--- config.mk ---
export PLATFORM = sky130hd
export DESIGN_NAME = bsce_ctrl
export DESIGN_NICKNAME = d
export VERILOG_FILES = /design/src/sv/bsce_pkg.sv /design/src/sv/bsce_ctrl.sv
export SDC_FILE = /design/constraint.sdc
export NUM_CORES = 1
export LEC_CHECK = 0
export BUFFER_PORTS_ARGS = -buffer_cell sky130_fd_sc_hd__buf_2
export CAP_MARGIN = 0
export CORE_UTILIZATION = 30
export CTS_BUF_LIST = sky130_fd_sc_hd__clkbuf_4 sky130_fd_sc_hd__clkbuf_8 sky130_fd_sc_hd__clkbuf_16
export CTS_CLUSTER_SIZE = 8
export DETAILED_ROUTE_END_ITERATION = 8
export HOLD_SLACK_MARGIN = 0.05
export SLEW_MARGIN = 20
export SYNTH_ARGS = -nofsm -noshare
export SYNTH_HDL_FRONTEND = slang
export SYNTH_SLANG_ARGS = --single-unit
--- constraint.sdc ---
create_clock -name clk -period 4.8 [get_ports clk]
set_input_delay 0 -clock clk [delete_from_list [all_inputs] [get_ports clk]]
set_output_delay 0 -clock clk [all_outputs]
set_load 0.01 [all_outputs]
--- src/sv/bsce_pkg.sv ---
// Shared constants, codes, command/status structs and reply tables for the
// serial boot command engine. No dependencies.
package bsce_pkg;

  localparam int STORE_BYTES = 65536;
  localparam int STORE_AW    = $clog2(STORE_BYTES);
  localparam int BUF_BYTES   = 256;
  localparam int BUF_AW      = $clog2(BUF_BYTES);
  localparam int PAGE_BYTES  = 1024;

  localparam logic [7:0] ACK_BYTE  = 8'h79;
  localparam logic [7:0] NACK_BYTE = 8'h1F;
  localparam logic [7:0] SYNC_BYTE = 8'h7F;
  localparam logic [7:0] ALL_ONES  = 8'hFF;

  // command selectors: second byte minus first byte
  localparam logic [7:0] DIFF_GET   = 8'hFF;
  localparam logic [7:0] DIFF_VER   = 8'hFD;
  localparam logic [7:0] DIFF_ID    = 8'hFB;
  localparam logic [7:0] DIFF_RM    = 8'hDD;
  localparam logic [7:0] DIFF_GO    = 8'hBD;
  localparam logic [7:0] DIFF_WM    = 8'h9D;
  localparam logic [7:0] DIFF_ER    = 8'h79;
  localparam logic [7:0] DIFF_MAGIC = 8'h00;

  localparam logic REG_APP_BASE = 1'b0;
  localparam logic REG_APP_END  = 1'b1;

  // reply kinds
  localparam logic [2:0] K_ACK  = 3'd0;
  localparam logic [2:0] K_NACK = 3'd1;
  localparam logic [2:0] K_GO   = 3'd2;
  localparam logic [2:0] K_GET  = 3'd3;
  localparam logic [2:0] K_VER  = 3'd4;
  localparam logic [2:0] K_ID   = 3'd5;
  localparam logic [2:0] K_RD   = 3'd6;

  typedef struct packed {
    logic       latch_in;
    logic       set_first;
    logic       addr_start;
    logic       addr_take;
    logic       idx_clr;
    logic       idx_inc;
    logic       cnt_load;
    logic       chk_load;
    logic       chk_xor;
    logic       buf_wr;
    logic       send_load;
    logic       pull_rd;
    logic       rep_start;
    logic [2:0] rep_kind;
    logic       out_load;
    logic       sweep_clr;
    logic       sweep_inc;
    logic       clear_wr;
    logic       erase_wr;
    logic       erase_set;
    logic       wr_init;
    logic       wr_rd;
    logic       wr_wr;
    logic       wr_step;
  } bsce_cmd_t;

  typedef struct packed {
    logic       func;
    logic [7:0] rx;
    logic [7:0] diff;
    logic       chk_x_zero;
    logic       take_done;
    logic       magic_done;
    logic       wm_last;
    logic       er_done;
    logic       rem_nz;
    logic       erase_done;
    logic       span_ok;
    logic       sweep_in;
    logic       sweep_last;
    logic       win_ok;
    logic       sel;
    logic       wr_last;
    logic       rep_last;
    logic       out_free;
  } bsce_sts_t;

  function automatic logic [3:0] reply_len(input logic [2:0] kind);
    unique case (kind)
      K_GET:        reply_len = 4'd11;
      K_VER, K_ID:  reply_len = 4'd5;
      default:      reply_len = 4'd1;
    endcase
  endfunction

  function automatic logic [7:0] get_tab(input logic [3:0] i);
    unique case (i)
      4'd0:    get_tab = 8'h07;
      4'd1:    get_tab = 8'h10;
      4'd2:    get_tab = 8'h00;
      4'd3:    get_tab = 8'h01;
      4'd4:    get_tab = 8'h02;
      4'd5:    get_tab = 8'h11;
      4'd6:    get_tab = 8'h21;
      4'd7:    get_tab = 8'h31;
      4'd8:    get_tab = 8'h43;
      default: get_tab = 8'h00;
    endcase
  endfunction

  function automatic logic [7:0] ver_tab(input logic [3:0] i);
    unique case (i)
      4'd0:    ver_tab = 8'h10;
      default: ver_tab = 8'h00;
    endcase
  endfunction

  function automatic logic [7:0] id_tab(input logic [3:0] i);
    unique case (i)
      4'd0:    id_tab = 8'h01;
      4'd1:    id_tab = 8'h04;
      default: id_tab = 8'h10;
    endcase
  endfunction

  // byte idx of a reply; framed replies carry an ACK at each end
  function automatic logic [7:0] reply_byte(input logic [2:0] kind, input logic [3:0] idx,
                                            input logic [7:0] rd);
    logic framed_end;
    framed_end = (idx == 4'd0) || (idx == reply_len(kind) - 4'd1);
    unique case (kind)
      K_NACK:  reply_byte = NACK_BYTE;
      K_RD:    reply_byte = rd;
      K_GET:   reply_byte = framed_end ? ACK_BYTE : get_tab(idx - 4'd1);
      K_VER:   reply_byte = framed_end ? ACK_BYTE : ver_tab(idx - 4'd1);
      K_ID:    reply_byte = framed_end ? ACK_BYTE : id_tab(idx - 4'd1);
      default: reply_byte = ACK_BYTE;
    endcase
  endfunction

endpackage

--- src/sv/bsce_ctrl.sv ---
// Controller: protocol phase and sequencing of the datapath.
// Depends on bsce_pkg.
module bsce_ctrl import bsce_pkg::*; (
  input  logic      clk,
  input  logic      rst_n,
  input  logic      in_tvalid,
  output logic      in_tready,
  input  bsce_sts_t sts,
  output bsce_cmd_t cmd
);

  localparam logic [3:0] S_CLR   = 4'd0;
  localparam logic [3:0] S_IDLE  = 4'd1;
  localparam logic [3:0] S_EXEC  = 4'd2;
  localparam logic [3:0] S_EMIT  = 4'd3;
  localparam logic [3:0] S_PULL  = 4'd4;
  localparam logic [3:0] S_WCHK  = 4'd5;
  localparam logic [3:0] S_WWR   = 4'd6;
  localparam logic [3:0] S_ERASE = 4'd7;

  localparam logic [3:0] PH_WAIT      = 4'd0;
  localparam logic [3:0] PH_CMD2      = 4'd1;
  localparam logic [3:0] PH_MAGIC     = 4'd2;
  localparam logic [3:0] PH_RM_ADDR   = 4'd3;
  localparam logic [3:0] PH_RM_LEN    = 4'd4;
  localparam logic [3:0] PH_RM_CK     = 4'd5;
  localparam logic [3:0] PH_GO_ADDR   = 4'd6;
  localparam logic [3:0] PH_WM_ADDR   = 4'd7;
  localparam logic [3:0] PH_WM_LEN    = 4'd8;
  localparam logic [3:0] PH_WM_DATA   = 4'd9;
  localparam logic [3:0] PH_WM_CK     = 4'd10;
  localparam logic [3:0] PH_ER_FIRST  = 4'd11;
  localparam logic [3:0] PH_ER_GLOBAL = 4'd12;
  localparam logic [3:0] PH_ER_LIST   = 4'd13;

  logic [3:0] st_r, st_nxt;
  logic [3:0] ph_r, ph_nxt;

  assign in_tready = (st_r == S_IDLE);

  always_ff @(posedge clk) begin
    if (!rst_n) begin
      st_r <= S_CLR;
      ph_r <= PH_WAIT;
    end else begin
      st_r <= st_nxt;
      ph_r <= ph_nxt;
    end
  end

  always_comb begin
    cmd    = '0;
    st_nxt = st_r;
    ph_nxt = ph_r;
    unique case (st_r)
      S_CLR: begin
        cmd.clear_wr = 1'b1;
        if (sts.sweep_last) begin
          st_nxt = S_IDLE;
        end else begin
          cmd.sweep_inc = 1'b1;
        end
      end
      S_IDLE: begin
        if (in_tvalid) begin
          cmd.latch_in = 1'b1;
          st_nxt       = S_EXEC;
        end
      end
      S_EXEC: begin
        st_nxt = S_IDLE;
        if (sts.func) begin
          if (sts.rem_nz) begin
            cmd.pull_rd = 1'b1;
            st_nxt      = S_PULL;
          end
        end else begin
          unique case (ph_r)
            PH_WAIT: begin
              if (sts.rx == SYNC_BYTE) begin
                cmd.rep_start = 1'b1;
                cmd.rep_kind  = K_ACK;
                st_nxt        = S_EMIT;
              end else begin
                cmd.set_first = 1'b1;
                ph_nxt        = PH_CMD2;
              end
            end
            PH_CMD2: begin
              ph_nxt        = PH_WAIT;
              cmd.rep_start = 1'b1;
              st_nxt        = S_EMIT;
              unique case (sts.diff)
                DIFF_GET: cmd.rep_kind = K_GET;
                DIFF_VER: cmd.rep_kind = K_VER;
                DIFF_ID:  cmd.rep_kind = K_ID;
                DIFF_RM: begin
                  cmd.rep_kind   = K_ACK;
                  cmd.addr_start = 1'b1;
                  ph_nxt         = PH_RM_ADDR;
                end
                DIFF_GO: begin
                  cmd.rep_kind   = K_ACK;
                  cmd.addr_start = 1'b1;
                  ph_nxt         = PH_GO_ADDR;
                end
                DIFF_WM: begin
                  cmd.rep_kind   = K_ACK;
                  cmd.addr_start = 1'b1;
                  ph_nxt         = PH_WM_ADDR;
                end
                DIFF_ER: begin
                  cmd.rep_kind = K_ACK;
                  ph_nxt       = PH_ER_FIRST;
                end
                DIFF_MAGIC: begin
                  cmd.rep_start = 1'b0;
                  cmd.idx_clr   = 1'b1;
                  ph_nxt        = PH_MAGIC;
                  st_nxt        = S_IDLE;
                end
                default: cmd.rep_kind = K_NACK;
              endcase
            end
            PH_MAGIC: begin
              cmd.idx_inc = 1'b1;
              if (sts.magic_done) begin
                ph_nxt = PH_WAIT;
              end
            end
            PH_RM_ADDR, PH_WM_ADDR: begin
              cmd.addr_take = 1'b1;
              if (sts.take_done) begin
                cmd.rep_start = 1'b1;
                st_nxt        = S_EMIT;
                if (!sts.chk_x_zero) begin
                  cmd.rep_kind = K_NACK;
                  ph_nxt       = PH_WAIT;
                end else begin
                  cmd.rep_kind = K_ACK;
                  ph_nxt       = (ph_r == PH_RM_ADDR) ? PH_RM_LEN : PH_WM_LEN;
                end
              end
            end
            PH_RM_LEN: begin
              cmd.cnt_load = 1'b1;
              ph_nxt       = PH_RM_CK;
            end
            PH_RM_CK: begin
              cmd.send_load = 1'b1;
              cmd.rep_start = 1'b1;
              cmd.rep_kind  = K_ACK;
              st_nxt        = S_EMIT;
              ph_nxt        = PH_WAIT;
            end
            PH_GO_ADDR: begin
              cmd.addr_take = 1'b1;
              if (sts.take_done) begin
                cmd.rep_start = 1'b1;
                cmd.rep_kind  = K_GO;
                st_nxt        = S_EMIT;
                ph_nxt        = PH_WAIT;
              end
            end
            PH_WM_LEN: begin
              cmd.cnt_load = 1'b1;
              cmd.chk_load = 1'b1;
              cmd.idx_clr  = 1'b1;
              ph_nxt       = PH_WM_DATA;
            end
            PH_WM_DATA: begin
              cmd.buf_wr  = 1'b1;
              cmd.chk_xor = 1'b1;
              cmd.idx_inc = 1'b1;
              if (sts.wm_last) begin
                ph_nxt = PH_WM_CK;
              end
            end
            PH_WM_CK: begin
              ph_nxt = PH_WAIT;
              if (!sts.chk_x_zero) begin
                cmd.rep_start = 1'b1;
                cmd.rep_kind  = K_NACK;
                st_nxt        = S_EMIT;
              end else begin
                cmd.wr_init = 1'b1;
                st_nxt      = S_WCHK;
              end
            end
            PH_ER_FIRST: begin
              if (sts.rx == ALL_ONES) begin
                ph_nxt = PH_ER_GLOBAL;
              end else begin
                cmd.cnt_load = 1'b1;
                cmd.chk_load = 1'b1;
                cmd.idx_clr  = 1'b1;
                ph_nxt       = PH_ER_LIST;
              end
            end
            PH_ER_GLOBAL, PH_ER_LIST: begin
              if (ph_r == PH_ER_LIST) begin
                cmd.chk_xor = 1'b1;
                cmd.idx_inc = 1'b1;
              end
              if (ph_r == PH_ER_GLOBAL || sts.er_done) begin
                ph_nxt = PH_WAIT;
                if (ph_r == PH_ER_LIST && !sts.chk_x_zero) begin
                  cmd.rep_start = 1'b1;
                  cmd.rep_kind  = K_NACK;
                  st_nxt        = S_EMIT;
                end else if (sts.erase_done || !sts.span_ok) begin
                  cmd.erase_set = 1'b1;
                  cmd.rep_start = 1'b1;
                  cmd.rep_kind  = K_ACK;
                  st_nxt        = S_EMIT;
                end else begin
                  cmd.sweep_clr = 1'b1;
                  st_nxt        = S_ERASE;
                end
              end
            end
            default: ph_nxt = PH_WAIT;
          endcase
        end
      end
      S_EMIT: begin
        if (sts.out_free) begin
          cmd.out_load = 1'b1;
          if (sts.rep_last) begin
            st_nxt = S_IDLE;
          end
        end
      end
      S_PULL: begin
        cmd.rep_start = 1'b1;
        cmd.rep_kind  = K_RD;
        st_nxt        = S_EMIT;
      end
      S_WCHK: begin
        if (sts.win_ok) begin
          cmd.wr_rd = 1'b1;
          st_nxt    = S_WWR;
        end else begin
          cmd.rep_start = 1'b1;
          cmd.rep_kind  = K_ACK;
          st_nxt        = S_EMIT;
        end
      end
      S_WWR: begin
        cmd.wr_wr   = 1'b1;
        cmd.wr_step = 1'b1;
        if (!sts.sel) begin
          cmd.wr_rd = 1'b1;
        end else if (sts.wr_last) begin
          cmd.rep_start = 1'b1;
          cmd.rep_kind  = K_ACK;
          st_nxt        = S_EMIT;
        end else begin
          st_nxt = S_WCHK;
        end
      end
      S_ERASE: begin
        if (sts.sweep_in) begin
          cmd.erase_wr = 1'b1;
        end
        if (!sts.sweep_in || sts.sweep_last) begin
          cmd.erase_set = 1'b1;
          cmd.rep_start = 1'b1;
          cmd.rep_kind  = K_ACK;
          st_nxt        = S_EMIT;
        end else begin
          cmd.sweep_inc = 1'b1;
        end
      end
      default: st_nxt = S_IDLE;
    endcase
  end

endmodule

==> flow_metrics.py <==
metrics = {
    "floorplan": {
        "core_mm2": 0.003799,
        "die_y_um": 66.23,
        "die_w_um": 66.23,
        "start_util_pct": 32.58,
        "rows": 22,
        "die-area_mm2": 0.004386,
        "io_pins": 62,
    },
    "placement": {
        "place_ws_ns": 2.617,
        "port_buffers": 61,
        "hpwl_um": 3091,
        "gp_congestion": 0.8827,
        "post_dp_cell_area_mm2": 0.001549,
    },
    "hold_path": {
        "hp-class": "in -> reg",
    },
    "route": {
        "dr.pass1.iters": 4,
        "viasPerCell": 5.602,
        "drt-wirelength-per-cell_um": 13.91,
        "drtIter0Drc": 109,
        "drcViolationCount": 0,
        "vias": 1591,
        "routed_wl_um": 3950,
        "ant_nets": 0,
    },
    "clock_tree": {
        "clk_path_buf_depth": 2,
        "tritoncts": "yes",
        "cts_setup_buffers": 0,
        "clk_pin_slew_ns": 0.04,
        "htreeDepth": 1,
        "cts_made_buffers": 3,
        "cts_hold_buffers": 0,
        "worstSkewPairLatency_ns": 0.23,
        "cts-root-buf": "clkbuf_8",
        "cts_sinks": 7,
        "cts-resized-gates": 0,
    },
    "logic_synthesis": {
        "ys_seq_elements": 7,
        "synth-async-reset-ratio_pct": 0,
        "synthFlopType": "dfxtp_1",
        "synth_fp_nets": 215,
        "syn_area_per_cell_um2": 6.875,
        "ys_seq_area_share_pct": 11.32,
        "syn_area_mm2": 0.001237,
        "synth_cell_types": 66,
        "synth-edff-count": 0,
        "ys_warn_count": 0,
        "netlist_instances": 180,
    },
    "global_route": {
        "gr-total-overflow": 0,
        "grt_max_degree": 18,
        "antenna_found_initial": 0,
        "gr-usage-all-layers_pct": 18.45,
        "grt_first_pass_wirelength_um": 6444,
        "grt_pass1_vias": 1348,
    },
    "layout": {
        "final_core_util_pct": 42.06,
        "nNetsFinal": 272,
        "antenna_cells": 0,
        "drive_gt1_share_pct": 32.63,
        "fill_cells": 413,
        "areaGrowthSynthToFinish_pct": 29.12,
        "final_cell_area_mm2": 0.001598,
    },
    "sta": {
        "fmax_ghz": 0.4096,
        "tightestPinTransition_ns": 0.5671,
        "period_share_pct": 50.86,
        "slew_headroom_pct": 61.85,
        "fin_worst_skew_ns": 0.003196,
        "rsz0062_at_grt": "no",
        "tns_ns": 0,
        "setup_viol": 0,
        "finalHoldViolations": 0,
        "fin_ws_ns": 2.359,
        "min_period_ns": 2.441,
        "drv_slew": 0,
    },
    "power": {
        "power_density_mw_per_mm2": 334.4,
        "p_leak_nw": 0.7372,
        "finalPower_mw": 0.5343,
        "irDropWorstVdd_mv": 0.2397,
    },
    "worst_setup_path": {
        "critPathMaxFanout": 14,
        "start_kind": "register",
        "crit_type": "reg -> out",
        "arrival_ns": 2.44,
        "cp.required_ns": 4.80,
        "end_kind": "output pin",
    },
    "flow_run": {
        "max-cap-violations": 0,
    },
    "run_status": {
        "status": "finished, final reports clean",
    },
}
==> sequential cells by signal, indices dropped and copies added (netlist names) <==
register / flops
ph_r: 4
st_r: 3
==> per-layer routing <==
layer | vias up | wire length [um] | GRT usage (%)
met4 | 0 | 16 | 1.596
met5 | - | 0 | 0
met1 | 729 | 1950 | 28.22
li1 | 806 | - | -
met3 | 2 | 250 | 4.483
met2 | 54 | 1733 | 26.28
==> layout make-up <==
| type | count | area, um2 | area share [%] |
|---|---|---|---|
| Tap cell | 48 | 60.06 | 3.759 |
| Timing Repair Buffer | 61 | 305.3 | 19.11 |
| Sequential cell | 7 | 140.1 | 8.771 |
| Clock buffer | 4 | 48.80 | 3.054 |
| Multi-Input combinational cell | 156 | 1013 | 63.43 |
| Inverter | 8 | 30.03 | 1.879 |
==> metrics by stage <==
step | hold WS, ns | std cells
3_5_place_dp | 0.2670 | 280
6_report | 0.1009 | 284
5_1_grt | 0.1116 | 284
4_1_cts | 0.1001 | 284
2_1_floorplan | 0.03296 | 180
3_3_place_gp | 0.2711 | 280
==> kinds of logic after synthesis <==
group           synth area share, %
compound gates                32.66
xor+xnor                      2.124
buf+inv                       6.773
flops                         11.32
mux                           1.719
simple gates                  45.40
==> synth_stat cells, types with 2 or more instances <==
cell       n  area [um2]
o21ai_1    2       10.01
o211a_1    3       30.03
nor2_1    20       75.07
nand2_1   14       52.55
buf_4      2       15.01
nor4_1     4       25.02
o22ai_1    2       12.51
nand4_1    4       25.02
nand3b_1   3       22.52
and2_1     3       18.77
o221ai_1   2       17.52
nor3b_1    3       22.52
o21a_1     2       15.01
o21ai_0    7       35.03
buf_2      4       20.02
o21bai_1   4       30.03
nand4b_1   3       26.28
a21oi_1    7       35.03
a31oi_1    3       18.77
nand3_1    6       30.03
dfxtp_1    7       140.1
nand2b_1   9       56.30
inv_1      6       22.52
nor3_1    12       60.06
xnor2_1    2       17.52
a21o_1     2       15.01
and3_1     5       31.28
==> path summary, 6_finish.rpt <==
check | start | to | slack, ns | cells past startpoint
setup / recovery | ph_r[2] | cmd[23] | 2.36 | 6
hold / removal | rst_n | st_r[2] | 0.10 | 2
setup reg to reg | st_r[1] | ph_r[3] | 2.69 | 5
hold reg to reg | ph_r[0] | ph_r[0] | 0.70 | 2
==> layout by cell type, fill, tap and decap left out, types with 5 or more instances in the layout <==
cell type	count
buf_2	61
nor2_1	20
nand2_1	14
nor3_1	12
nand2b_1	9
a21oi_1	7
o21ai_0	7
dfxtp_1	7
inv_1	6
nand3_1	6
and3_1	5
==> power breakdown <==
group	switching, mW	internal, mW	leakage [nW]
logic	0.166	0.138	0.654
registers	0.0657	0.0750	0.0570
clock network	0.0258	0.0631	0.0262
total	0.258	0.277	0.737
==> worst max-delay path, stage by stage, from the launching register on <==
cell      delay, ns
dfxtp_1        0.62
clkinv_1       0.36
o21ai_1        0.21
o21ai_1        0.14
nor4_1         0.48
nor3b_1        0.24
buf_2          0.16
Note: power is estimated with default switching activity, not from simulation.
